**config.mk**
```make
export PLATFORM = sky130hd
export DESIGN_NAME = jfps_rsp_fifo
export DESIGN_NICKNAME = d
export VERILOG_FILES = /design/src/hw/rtl/jfps_pkg.sv /design/src/hw/rtl/jfps_rsp_fifo.sv
export SDC_FILE = /design/constraint.sdc
export NUM_CORES = 1
export LEC_CHECK = 0
export BUFFER_PORTS_ARGS = -buffer_cell sky130_fd_sc_hd__buf_2
export CELL_PAD_IN_SITES_DETAIL_PLACEMENT = 1
export CELL_PAD_IN_SITES_GLOBAL_PLACEMENT = 1
export CORE_ASPECT_RATIO = 0.6
export CORE_MARGIN = 2
export CORE_UTILIZATION = 39
export DETAILED_ROUTE_END_ITERATION = 7
export GPL_TIMING_DRIVEN = 0
export MAX_ROUTING_LAYER = met4
export PLACE_DENSITY = 0.74
export SYNTH_ARGS = -nofsm -noshare
export SYNTH_HDL_FRONTEND = slang
export SYNTH_SLANG_ARGS = --single-unit
```
**constraint.sdc**
```tcl
create_clock -name clock -period 7.6 [get_ports clock]
set_clock_uncertainty 0.15 [all_clocks]
set_input_delay 1.52 -clock clock [delete_from_list [all_inputs] [get_ports clock]]
set_output_delay 1.52 -clock clock [all_outputs]
set_load 0.01 [all_outputs]
```
**src/hw/rtl/jfps_pkg.sv**
```systemverilog
// jfps_pkg: shared constants and types of the five-point jacobi sweep
// used by every module under hw/rtl; depends on nothing
package jfps_pkg;

   localparam int COL_W      = 10;
   localparam int MAX_WIDTH  = 1 << COL_W;
   localparam int ROW_W      = 16;
   localparam int DATA_W     = 32;
   localparam int SUM_W      = DATA_W + 2;
   localparam int CSR_IDX_W  = 2;
   localparam int CSR_DATA_W = 16;
   localparam int WIDTH_W    = COL_W + 1;
   localparam int FIFO_DEPTH = 4;
   localparam int FIFO_PTR_W = $clog2(FIFO_DEPTH);
   localparam int FIFO_CNT_W = FIFO_PTR_W + 1;

   localparam logic [CSR_IDX_W-1:0] REG_GRID_WIDTH  = CSR_IDX_W'(0);
   localparam logic [CSR_IDX_W-1:0] REG_GRID_HEIGHT = CSR_IDX_W'(1);

   localparam logic [WIDTH_W-1:0] MIN_WIDTH     = WIDTH_W'(3);
   localparam logic [WIDTH_W-1:0] MAX_WIDTH_VAL = WIDTH_W'(MAX_WIDTH);
   localparam logic [ROW_W-1:0]   MIN_HEIGHT    = ROW_W'(2);
   localparam logic [ROW_W-1:0]   RESET_HEIGHT  = ROW_W'(1024);

   typedef struct packed {
      logic [COL_W-1:0]         col;
      logic [ROW_W-1:0]         row;
      logic signed [DATA_W-1:0] sample;
      logic                     prev_bank;
      logic                     emit_cell;
      logic                     pass_thru;
      logic                     emit_self;
      logic                     last_col;
   } cell_ctl_type;

   typedef struct packed {
      logic signed [DATA_W-1:0] value;
      logic [COL_W-1:0]         col;
      logic [ROW_W-1:0]         row;
      logic                     frame_end;
   } rsp_item_type;

endpackage

```
**src/hw/rtl/jfps_rsp_fifo.sv**
```systemverilog
// jfps_rsp_fifo: small result queue that takes up to two results a cycle
// drives the rsp_ channel; uses jfps_pkg
module jfps_rsp_fifo (
   input  logic                    clock,
   input  logic                    reset,
   input  logic [1:0]              push_n,
   input  jfps_pkg::rsp_item_type  item0,
   input  jfps_pkg::rsp_item_type  item1,
   output logic                    room,
   output logic                    out_valid,
   input  logic                    out_ready,
   output jfps_pkg::rsp_item_type  out_item
);
   import jfps_pkg::*;

   rsp_item_type           entry_ff [FIFO_DEPTH];
   logic [FIFO_PTR_W-1:0]  wr_ptr_ff;
   logic [FIFO_PTR_W-1:0]  wr_ptr_in;
   logic [FIFO_PTR_W-1:0]  rd_ptr_ff;
   logic [FIFO_PTR_W-1:0]  rd_ptr_in;
   logic [FIFO_CNT_W-1:0]  count_ff;
   logic [FIFO_CNT_W-1:0]  count_in;
   logic                   pop;
   logic [FIFO_PTR_W-1:0]  wr_next;

   assign pop     = out_valid && out_ready;
   assign wr_next = wr_ptr_ff + FIFO_PTR_W'(1);

   always_comb begin
      wr_ptr_in = wr_ptr_ff + FIFO_PTR_W'(push_n);
      rd_ptr_in = rd_ptr_ff + FIFO_PTR_W'(pop);
      count_in  = count_ff + FIFO_CNT_W'(push_n) - FIFO_CNT_W'(pop);
   end

   always_ff @(posedge clock) begin
      if (reset) begin
         wr_ptr_ff <= '0;
         rd_ptr_ff <= '0;
         count_ff  <= '0;
      end else begin
         wr_ptr_ff <= wr_ptr_in;
         rd_ptr_ff <= rd_ptr_in;
         count_ff  <= count_in;
      end
   end

   always_ff @(posedge clock) begin
      if (push_n != 2'd0) begin
         entry_ff[wr_ptr_ff] <= item0;
      end
      if (push_n == 2'd2) begin
         entry_ff[wr_next] <= item1;
      end
   end

   assign room      = count_ff <= FIFO_CNT_W'(FIFO_DEPTH - 2);
   assign out_valid = count_ff != '0;
   assign out_item  = entry_ff[rd_ptr_ff];

endmodule

```
==> out/results.tsv <==
stage	metric	value	unit
critical_path	slowest_delay	0.67	ns
critical_path	crit_path_end_kind	primary output	
placed_design	dp_cells	1216	
detailed_routing	ant_nets	0	
clocking	worstSkewPairLatency	0.53	ns
clocking	cts_hold_buf	0	
layout	final_cells	1266	
layout	synthToLayoutAreaGrowth	20.6	%
critical_path	worst_path_max_delay_cell	clkbuf_1	
sta	period_minus_slack	4.13	ns
global_routing	first_global_vias	7142	
global_routing	overflow	0	
layout	fin_nets	962	
sta	fmax	242	MHz
global_routing	antenna_found_initial	6	
floorplanning	die_y	139	um
sta	hold_violations	0	
power	ir_drop	0.130	mV
floorplanning	dieArea	31700	um^2
logic_synthesis	synth_nets	745	
placed_design	globalplace.congestion	0.741	
min_path	min_path_type	reg2reg	
detailed_routing	dr.pass1.iters	4	
critical_path	cp_data_required_time	5.93	ns
logic_synthesis	avgSynthCellArea	19.1	um^2
detailed_routing	wl_met2	13.3	mm
global_routing	track_usage	0.194	
layout	mostFrequentLayoutCell	edfxtp_1	
layout	drive_above_1_share	0.646	
critical_path	path_delay_family	buffers and inverters	
critical_path	crit_chain	clkbuf_1 > clkbuf_1 > mux4_2 > buf_2	
sta	rsz0062_at_grt	no	
sta	slew_headroom	0.404	
detailed_routing	avgRoutedWirePerCell	23.3	um
critical_path	crit_top_cell	clkbuf_1	
detailed_routing	top_layer	met4	
clocking	root_buffer	clkbuf_16	
power	total_power	3770	uW
floorplanning	initial_utilization	0.395	
logic_synthesis	ys_types	28	
clocking	cts_resized	0	
detailed_routing	met3_length	1.63	mm
floorplanning	num_rows	49	
run_status	run_status	complete, no violations	
detailed_routing	routed_wl	29.5	mm
clocking	postCtsSetupBuffers	0	
critical_path	critPathBufInv	3	
detailed_routing	drt_iter0_drc	413	
critical_path	crit_arrival	2.46	ns
global_routing	grt_max_degree	25	
clocking	clk_pin_slew	0.06	ns
placed_design	portBuffers	181	
floorplanning	core-area	29900	um^2
detailed_routing	via_per_inst	5.25	
critical_path	crit_path_max_fanout	10	
critical_path	reg2reg_slack	4.89	ns
clocking	h-tree-depth	1	
detailed_routing	vias	6646	
power	powerDensity	265	nW/um^2
critical_path	critical_path_class	reg2out	
logic_synthesis	yosysSeqAreaShare	0.612	
detailed_routing	drc_errors	0	
sta	finalMaxSlewViolations	0	
clocking	cts_tree	done	
detailed_routing	wl_met1	14.3	mm
floorplanning	die_width	229	um
critical_path	cp-start-kind	register	
sta	finalCritPeriodShare	0.543	
logic_synthesis	ys_ff_latch	243	
logic_synthesis	yosys_warnings	0	
sta	worst_pin_slew	0.891	ns
flow_run	drv_cap	0	
sta	setup_viol	0	
clocking	cts.sinks	243	
placed_design	dp_hpwl	20.0	mm
clocking	numCtsBuffers	25	
global_routing	grt_pass1_wl	45.4	mm
layout	layout_common_cells	edfxtp_1 (236), mux2_2 (218), buf_2 (211)	
power	p_leak	0.00502	uW
floorplanning	ios	184	
logic_synthesis	syn_inst	618	
clocking	clockBufferDepth	3	
logic_synthesis	syn_area	11800	um^2
## worst reg2reg max path, delay by kind of cell, from the launching register on
| family | cells | cell delay, ns |
|---|---|---|
| AO/OA/AOI/OAI | 1 | 0.41 |
| buffers and inverters | 5 | 1.24 |
| flip-flops | 1 | 0.29 |
| AND/OR/NAND/NOR | 1 | 0.29 |
## stage by stage
| stage | worst slack (ns) | hold slack [ns] | area (um^2) | setup TNS [ns] | utilization |
|---|---|---|---|---|---|
| 2_1_floorplan | 0.976 | 0.513 | 11800 | 0 | - |
| 3_3_place_gp | -3.19 | 0.551 | 13200 | -203.21 | 0.443 |
| 3_5_place_dp | 3.60 | 0.583 | 13500 | 0 | 0.451 |
| 4_1_cts | 3.36 | 0.597 | 14200 | 0 | 0.476 |
| 5_1_grt | 3.29 | 0.665 | 14200 | 0 | 0.477 |
| 6_report | 3.47 | 0.602 | 14200 | 0 | 0.477 |
## per-layer routing
metal / up-vias / global-route usage
met1: 3472 / 0.279
met4: 0 / 0.0313
met5: - / -
met3: 31 / 0.0461
li1: 2986 / -
met2: 157 / 0.285
## cell families after synthesis
kind of cell,Yosys count,synth area share
compound gates,6,0.00350
xor+xnor,2,0.00392
fa+ha+maj,4,0.00488
buf+inv,47,0.0210
flops,243,0.612
mux,299,0.344
simple gates,17,0.0101
## synthesized netlist by cell type, drive strengths merged
cell	count	area share
a21oi	1	0.00042
and4bb	2	0.0021
buf	35	0.017
clkbuf	8	0.0025
dfxtp	7	0.012
edfxtp	236	0.60
fa	1	0.0017
ha	3	0.0032
inv	4	0.0013
mux2	238	0.23
mux2i	2	0.0017
mux4	59	0.11
nand4b	1	0.00074
nor2	8	0.0025
nor2b	4	0.0021
nor4b	1	0.0020
o21ai	1	0.00042
o21bai	2	0.0013
o311ai	1	0.00074
o31ai	1	0.00064
or3	1	0.00053
xnor3	1	0.0019
xor3	1	0.0020
## power by group
| part | internal [uW] | total (uW) | switching, uW | leakage, uW |
|---|---|---|---|---|
| Sequential | 1640 | 1680 | 39.7 | 0.00227 |
| Clock | 670 | 1180 | 514 | 0.000372 |
| Combinational | 440 | 900 | 460 | 0.00238 |
## cell type report
type | instances | area, um^2
diodes | 7 | 17.5
plain buffers | 43 | 233
clock buffers | 30 | 644
clock inverters | 13 | 115
fillers | 2900 | 15600
inverters | 4 | 15.0
multi-input cells | 328 | 4370
flip-flops and latches | 243 | 7230
well taps | 408 | 510
repair buffers | 190 | 1110
## path summary, 6_finish.rpt
check | startpoint | depth (start not counted) | end
setup / recovery | rd_ptr_ff[1] | 4 | out_item[23]
hold / removal | count_ff[2] | 2 | count_ff[2]
setup reg to reg | wr_ptr_ff[1] | 7 | entry_ff[2][1]
hold reg to reg | count_ff[2] | 2 | count_ff[2]
## sequential cells by signal (all words and copies together), names as in the netlist
name       flops
wr_ptr_ff      2
rd_ptr_ff      2
count_ff       3
entry_ff     236
(Power assumes the default switching activity.)
