$ cat src/hw/rtl/jfps_pkg.sv
// jfps_pkg: shared constants and types of the five-point jacobi sweep
// used by every module under hw/rtl; depends on nothing
package jfps_pkg;

   localparam int COL_W      = 10;
   localparam int MAX_WIDTH  = 1 << COL_W;
   localparam int ROW_W      = 16;
   localparam int DATA_W     = 32;
   localparam int SUM_W      = DATA_W + 2;
   localparam int CSR_IDX_W  = 2;
   localparam int CSR_DATA_W = 16;
   localparam int WIDTH_W    = COL_W + 1;
   localparam int FIFO_DEPTH = 4;
   localparam int FIFO_PTR_W = $clog2(FIFO_DEPTH);
   localparam int FIFO_CNT_W = FIFO_PTR_W + 1;

   localparam logic [CSR_IDX_W-1:0] REG_GRID_WIDTH  = CSR_IDX_W'(0);
   localparam logic [CSR_IDX_W-1:0] REG_GRID_HEIGHT = CSR_IDX_W'(1);

   localparam logic [WIDTH_W-1:0] MIN_WIDTH     = WIDTH_W'(3);
   localparam logic [WIDTH_W-1:0] MAX_WIDTH_VAL = WIDTH_W'(MAX_WIDTH);
   localparam logic [ROW_W-1:0]   MIN_HEIGHT    = ROW_W'(2);
   localparam logic [ROW_W-1:0]   RESET_HEIGHT  = ROW_W'(1024);

   typedef struct packed {
      logic [COL_W-1:0]         col;
      logic [ROW_W-1:0]         row;
      logic signed [DATA_W-1:0] sample;
      logic                     prev_bank;
      logic                     emit_cell;
      logic                     pass_thru;
      logic                     emit_self;
      logic                     last_col;
   } cell_ctl_type;

   typedef struct packed {
      logic signed [DATA_W-1:0] value;
      logic [COL_W-1:0]         col;
      logic [ROW_W-1:0]         row;
      logic                     frame_end;
   } rsp_item_type;

endpackage

$ cat src/hw/rtl/jfps_stencil.sv
// jfps_stencil: second stage, forms the cell result and the last-row echo
// takes line store read data and the registered cell control; uses jfps_pkg
module jfps_stencil (
   input  logic                         clock,
   input  logic                         reset,
   input  logic                         load,
   input  jfps_pkg::cell_ctl_type       ctl_in,
   input  logic                         advance,
   input  logic [jfps_pkg::DATA_W-1:0]  bank0_mid,
   input  logic [jfps_pkg::DATA_W-1:0]  bank0_right,
   input  logic [jfps_pkg::DATA_W-1:0]  bank1_mid,
   input  logic [jfps_pkg::DATA_W-1:0]  bank1_right,
   output logic                         busy,
   output logic [1:0]                   push_n,
   output jfps_pkg::rsp_item_type       item0,
   output jfps_pkg::rsp_item_type       item1
);
   import jfps_pkg::*;

   logic                valid_ff;
   logic                valid_in;
   cell_ctl_type        ctl_ff;
   logic [DATA_W-1:0]   left_ff;
   logic [DATA_W-1:0]   center;
   logic [DATA_W-1:0]   right;
   logic [DATA_W-1:0]   above;
   logic signed [SUM_W-1:0] sum;
   logic [DATA_W-1:0]   cell_value;
   rsp_item_type        cell_item;
   rsp_item_type        self_item;

   always_comb begin
      valid_in = valid_ff;
      if (load) begin
         valid_in = 1'b1;
      end else if (advance) begin
         valid_in = 1'b0;
      end
   end

   always_ff @(posedge clock) begin
      if (reset) begin
         valid_ff <= 1'b0;
      end else begin
         valid_ff <= valid_in;
      end
   end

   always_ff @(posedge clock) begin
      if (load) begin
         ctl_ff <= ctl_in;
      end
      if (advance) begin
         left_ff <= center;
      end
   end

   assign center = ctl_ff.prev_bank ? bank1_mid   : bank0_mid;
   assign right  = ctl_ff.prev_bank ? bank1_right : bank0_right;
   assign above  = ctl_ff.prev_bank ? bank0_mid   : bank1_mid;

   // exact 34-bit sum, arithmetic shift by two floors the quarter
   assign sum = SUM_W'($signed(above)) + SUM_W'($signed(left_ff))
              + SUM_W'($signed(right)) + SUM_W'($signed(ctl_ff.sample));
   assign cell_value = ctl_ff.pass_thru ? center : sum[SUM_W-1:2];

   always_comb begin
      cell_item.value     = cell_value;
      cell_item.col       = ctl_ff.col;
      cell_item.row       = ctl_ff.row - ROW_W'(1);
      cell_item.frame_end = 1'b0;
      self_item.value     = ctl_ff.sample;
      self_item.col       = ctl_ff.col;
      self_item.row       = ctl_ff.row;
      self_item.frame_end = ctl_ff.last_col;
   end

   assign item0  = ctl_ff.emit_cell ? cell_item : self_item;
   assign item1  = self_item;
   assign push_n = advance ? (2'(ctl_ff.emit_cell) + 2'(ctl_ff.emit_self)) : 2'd0;
   assign busy   = valid_ff;

endmodule

$ cat config.mk
export PLATFORM = sky130hd
export DESIGN_NAME = jfps_stencil
export DESIGN_NICKNAME = d
export VERILOG_FILES = /design/src/hw/rtl/jfps_pkg.sv /design/src/hw/rtl/jfps_stencil.sv
export SDC_FILE = /design/constraint.sdc
export NUM_CORES = 1
export LEC_CHECK = 0
export BUFFER_PORTS_ARGS = -buffer_cell sky130_fd_sc_hd__buf_2
export CAP_MARGIN = 10
export CORE_ASPECT_RATIO = 0.75
export CORE_MARGIN = 5
export CORE_UTILIZATION = 45
export DETAILED_ROUTE_END_ITERATION = 6
export PLACE_DENSITY = 0.78
export SLEW_MARGIN = 10
export SYNTH_ARGS = -nofsm -noshare
export SYNTH_HDL_FRONTEND = slang
export SYNTH_SLANG_ARGS = --single-unit
$ cat constraint.sdc
create_clock -name clock -period 6.6 [get_ports clock]
set_clock_uncertainty 0.15 [all_clocks]
set_input_delay 0.99 -clock clock [delete_from_list [all_inputs] [get_ports clock]]
set_output_delay 0.99 -clock clock [all_outputs]
set_load 0.03 [all_outputs]
==> flow_summary.toml <==
[status]
status = "complete, no violations"

[yosys]
synth_top_family_by_area = "adder cells"
ys_dominant_reg_cell = "edfxtp_1"
synth_cells = 876
synthMuxAreaShare_pct = 12.1
synth_edf_count = 95
synth_fa_ha_area_share_pct = 19.2
synth-xor-area-share_pct = 3.54
synth.yosys.seq_area_share_pct = 32.2
syn_area_um2 = 8910
synth_cell_types = 69
synth.ff_latch_count = 96
synth_nets = 1169
synth_compound_area_share_pct = 11.5
yosys.area_share.simple_pct = 8.55
async_flop_share_pct = 0
ys_warn_count = 0
postSynthAreaPerCell_um2 = 10.2

[flow_run]
drv_cap = 0

[placement]
portBuffers = 315
gp_congestion = 0.931
place_hpwl_mm = 20.3
place_area_um2 = 10200

[cells_and_area]
n_antenna_cell = 0
drive_gt1_share_pct = 35.2
fin_area_um2 = 10500
nets = 1404
synthToLayoutAreaGrowth_pct = 18.3

[critical_path]
critical_path.max_fanout = 18
reg2regPathDepth = 3
critPathRequiredTime_ns = 5.46
arrival_ns = 5.17
worstSetupEndpointType = "primary output"
path_class = "reg2out"
start_kind = "register"

[routing]
first_pass_iters = 6
post-route-drc-count = 0
routed_via_density = 5.21
vias = 7128
wl_mm = 25.2
drtIter0Drc = 412
wl_per_cell_um = 18.4
ant_nets = 0

[clocking]
cts.reportedPaths.clkPinSlew_ns = 0.08
clock-root-buffer = "clkbuf_16"
holdBufCountCts = 0
cts_resized = 0
h-tree-depth = 3
cts_tree = "done"
cts_buffers = 9
clock_latency_ns = 0.35
postCtsSetupBuffers = 0
cts.sinks = 96
ctsLongestPathBuffers = 2

[timing]
fin_crit_sh_pct = 95.6
setup_tns_ns = 0
period_needed_ns = 6.31
worst_slew_pin_slew_ns = 0.913
setup_viol = 0
hold_viol_final = 0
grt_setup_unrepaired = "false"
fmax_mhz = 159
slew_viol_final = 0
slew_headroom_pct = 39.1

[min_path]
hold_depth = 2
hold_class = "reg2reg"

[floorplanning]
io_pins = 316
dieArea_um2 = 22700
die_x_um = 172
rows = 44
core_um2 = 19400
fp.dieH_um = 132
floorplan.initialDensity_pct = 45.9

[power]
powerDensity_nw_per_um2 = 332
leakage_nw = 5.11
peakVddDrop_v = 0.000136

[global_route]
overflow = 0
globalRouteTotalUtil_pct = 21.8
grt_max_degree = 65
met2_usage_pct = 34.8
use_met3_pct = 6.12
grt_util_met1_pct = 30.3
antenna_found_initial = 2
first_global_vias = 7115
grt_most_used_layer = "met2"
grt_pass1_wl_mm = 38.7
-- synth_stat cells (5+ instances only) --
cell type,count,area (µm²)
a21o_1,15,113
a21oi_1,43,215
a22oi_1,5,37.5
a31oi_1,8,50.1
buf_2,9,45.0
buf_4,69,518
clkbuf_1,16,60.1
edfxtp_1,95,2850
fa_1,65,1300
ha_1,33,413
inv_1,128,480
mux2_2,38,428
mux2i_1,65,651
nand2_1,59,221
nand3_1,9,45.0
nand4_1,5,31.3
nor2_1,37,139
nor3_1,17,85.1
o211ai_1,6,45.0
o21ai_0,32,160
o21ai_1,7,35.0
xnor2_1,18,158
xor2_1,18,158
-- critical path: stages, from the launching register on --
cell and delay, ns:
edfxtp_1 0.49, buf_4 0.36, mux2i_1 0.39, fa_1 0.50, fa_1 0.55, inv_1 0.05
ha_1 0.39, a21oi_1 0.32, o21ai_1 0.12, a32oi_2 0.32, a31oi_4 0.16, a2111oi_4 0.49
o21a_1 0.19, o21ai_1 0.08, a22oi_2 0.15, buf_2 0.23
-- path summary, 6_finish.rpt --
path	from	endpoint	slack, ns
min	busy$_SDFFE_PP0P_	busy$_SDFFE_PP0P_	0.37
max	ctl_ff[4]$_DFFE_PP_	item0[54]	0.29
min reg2reg	busy$_SDFFE_PP0P_	busy$_SDFFE_PP0P_	0.37
max reg2reg	ctl_ff[4]$_DFFE_PP_	left_ff[30]$_DFFE_PP_	4.57
-- cell type report --
cell class	count	area, µm²
well taps	253	317
repair buffers	322	1640
inverters	130	488
clock buffers	9	225
flip-flops and latches	96	2870
multi-input cells	552	4900
clock inverters	7	95.1
fillers	1732	8890
-- registers in the layout, indices dropped and copies added, names as in the netlist --
register,cells
item1,59
left_ff,32
ctl_ff,4
busy,1
-- layout by cell type, fill, tap and decap left out, types with 3 or more instances in the layout --
master,instances
fa_1,65
nor4_1,4
o21ai_1,7
a31oi_1,8
buf_2,314
nor2_1,37
a21o_1,15
clkbuf_16,9
a21oi_1,43
nand2b_1,4
o21ai_0,32
o211ai_1,6
and3_1,4
or3_1,4
nor3_1,17
o31ai_1,4
o21bai_1,4
ha_1,33
a22oi_1,5
edfxtp_1,95
and2_1,3
nand2_1,59
mux2_2,38
nand4_1,5
mux2i_1,65
xor2_1,18
xnor2_1,18
nand3_1,9
inv_1,128
a221oi_1,3
buf_4,7
-- cells by family (layout without fill, tap and decap cells) --
logic type      count (synthesis)  after routing
mux                           103            103
buf+inv                       228            468
xor+xnor                       36             36
simple gates                  162            162
fa+ha+maj                      98             98
compound gates                153            153
flops                          96             96
-- power breakdown --
part	internal (mW)	total, mW	switching [mW]
logic	0.823	2.16	1.34
clock network	0.307	0.580	0.273
registers	0.726	0.754	0.0279
-- per-layer routing --
| layer | wire, µm | vias up |
|---|---|---|
| met4 | 212 | 4 |
| met3 | 2660 | 23 |
| met5 | 27 | - |
| li1 | - | 3417 |
| met1 | 10800 | 3342 |
| met2 | 11500 | 342 |
-- stage by stage --
stage	setup WS (ns)	power, mW	cells	utilization [%]	hold WS, ns
floorplan	0.255	2.40	876	-	0.478
global placement	0.477	2.88	1353	52.6	0.315
detailed placement	0.381	2.91	1353	52.6	0.362
CTS	0.264	3.51	1369	54.2	0.376
global route	0.0294	3.77	1369	54.2	0.390
finish	0.293	3.50	1369	54.2	0.372
(Power assumes the default switching activity.)
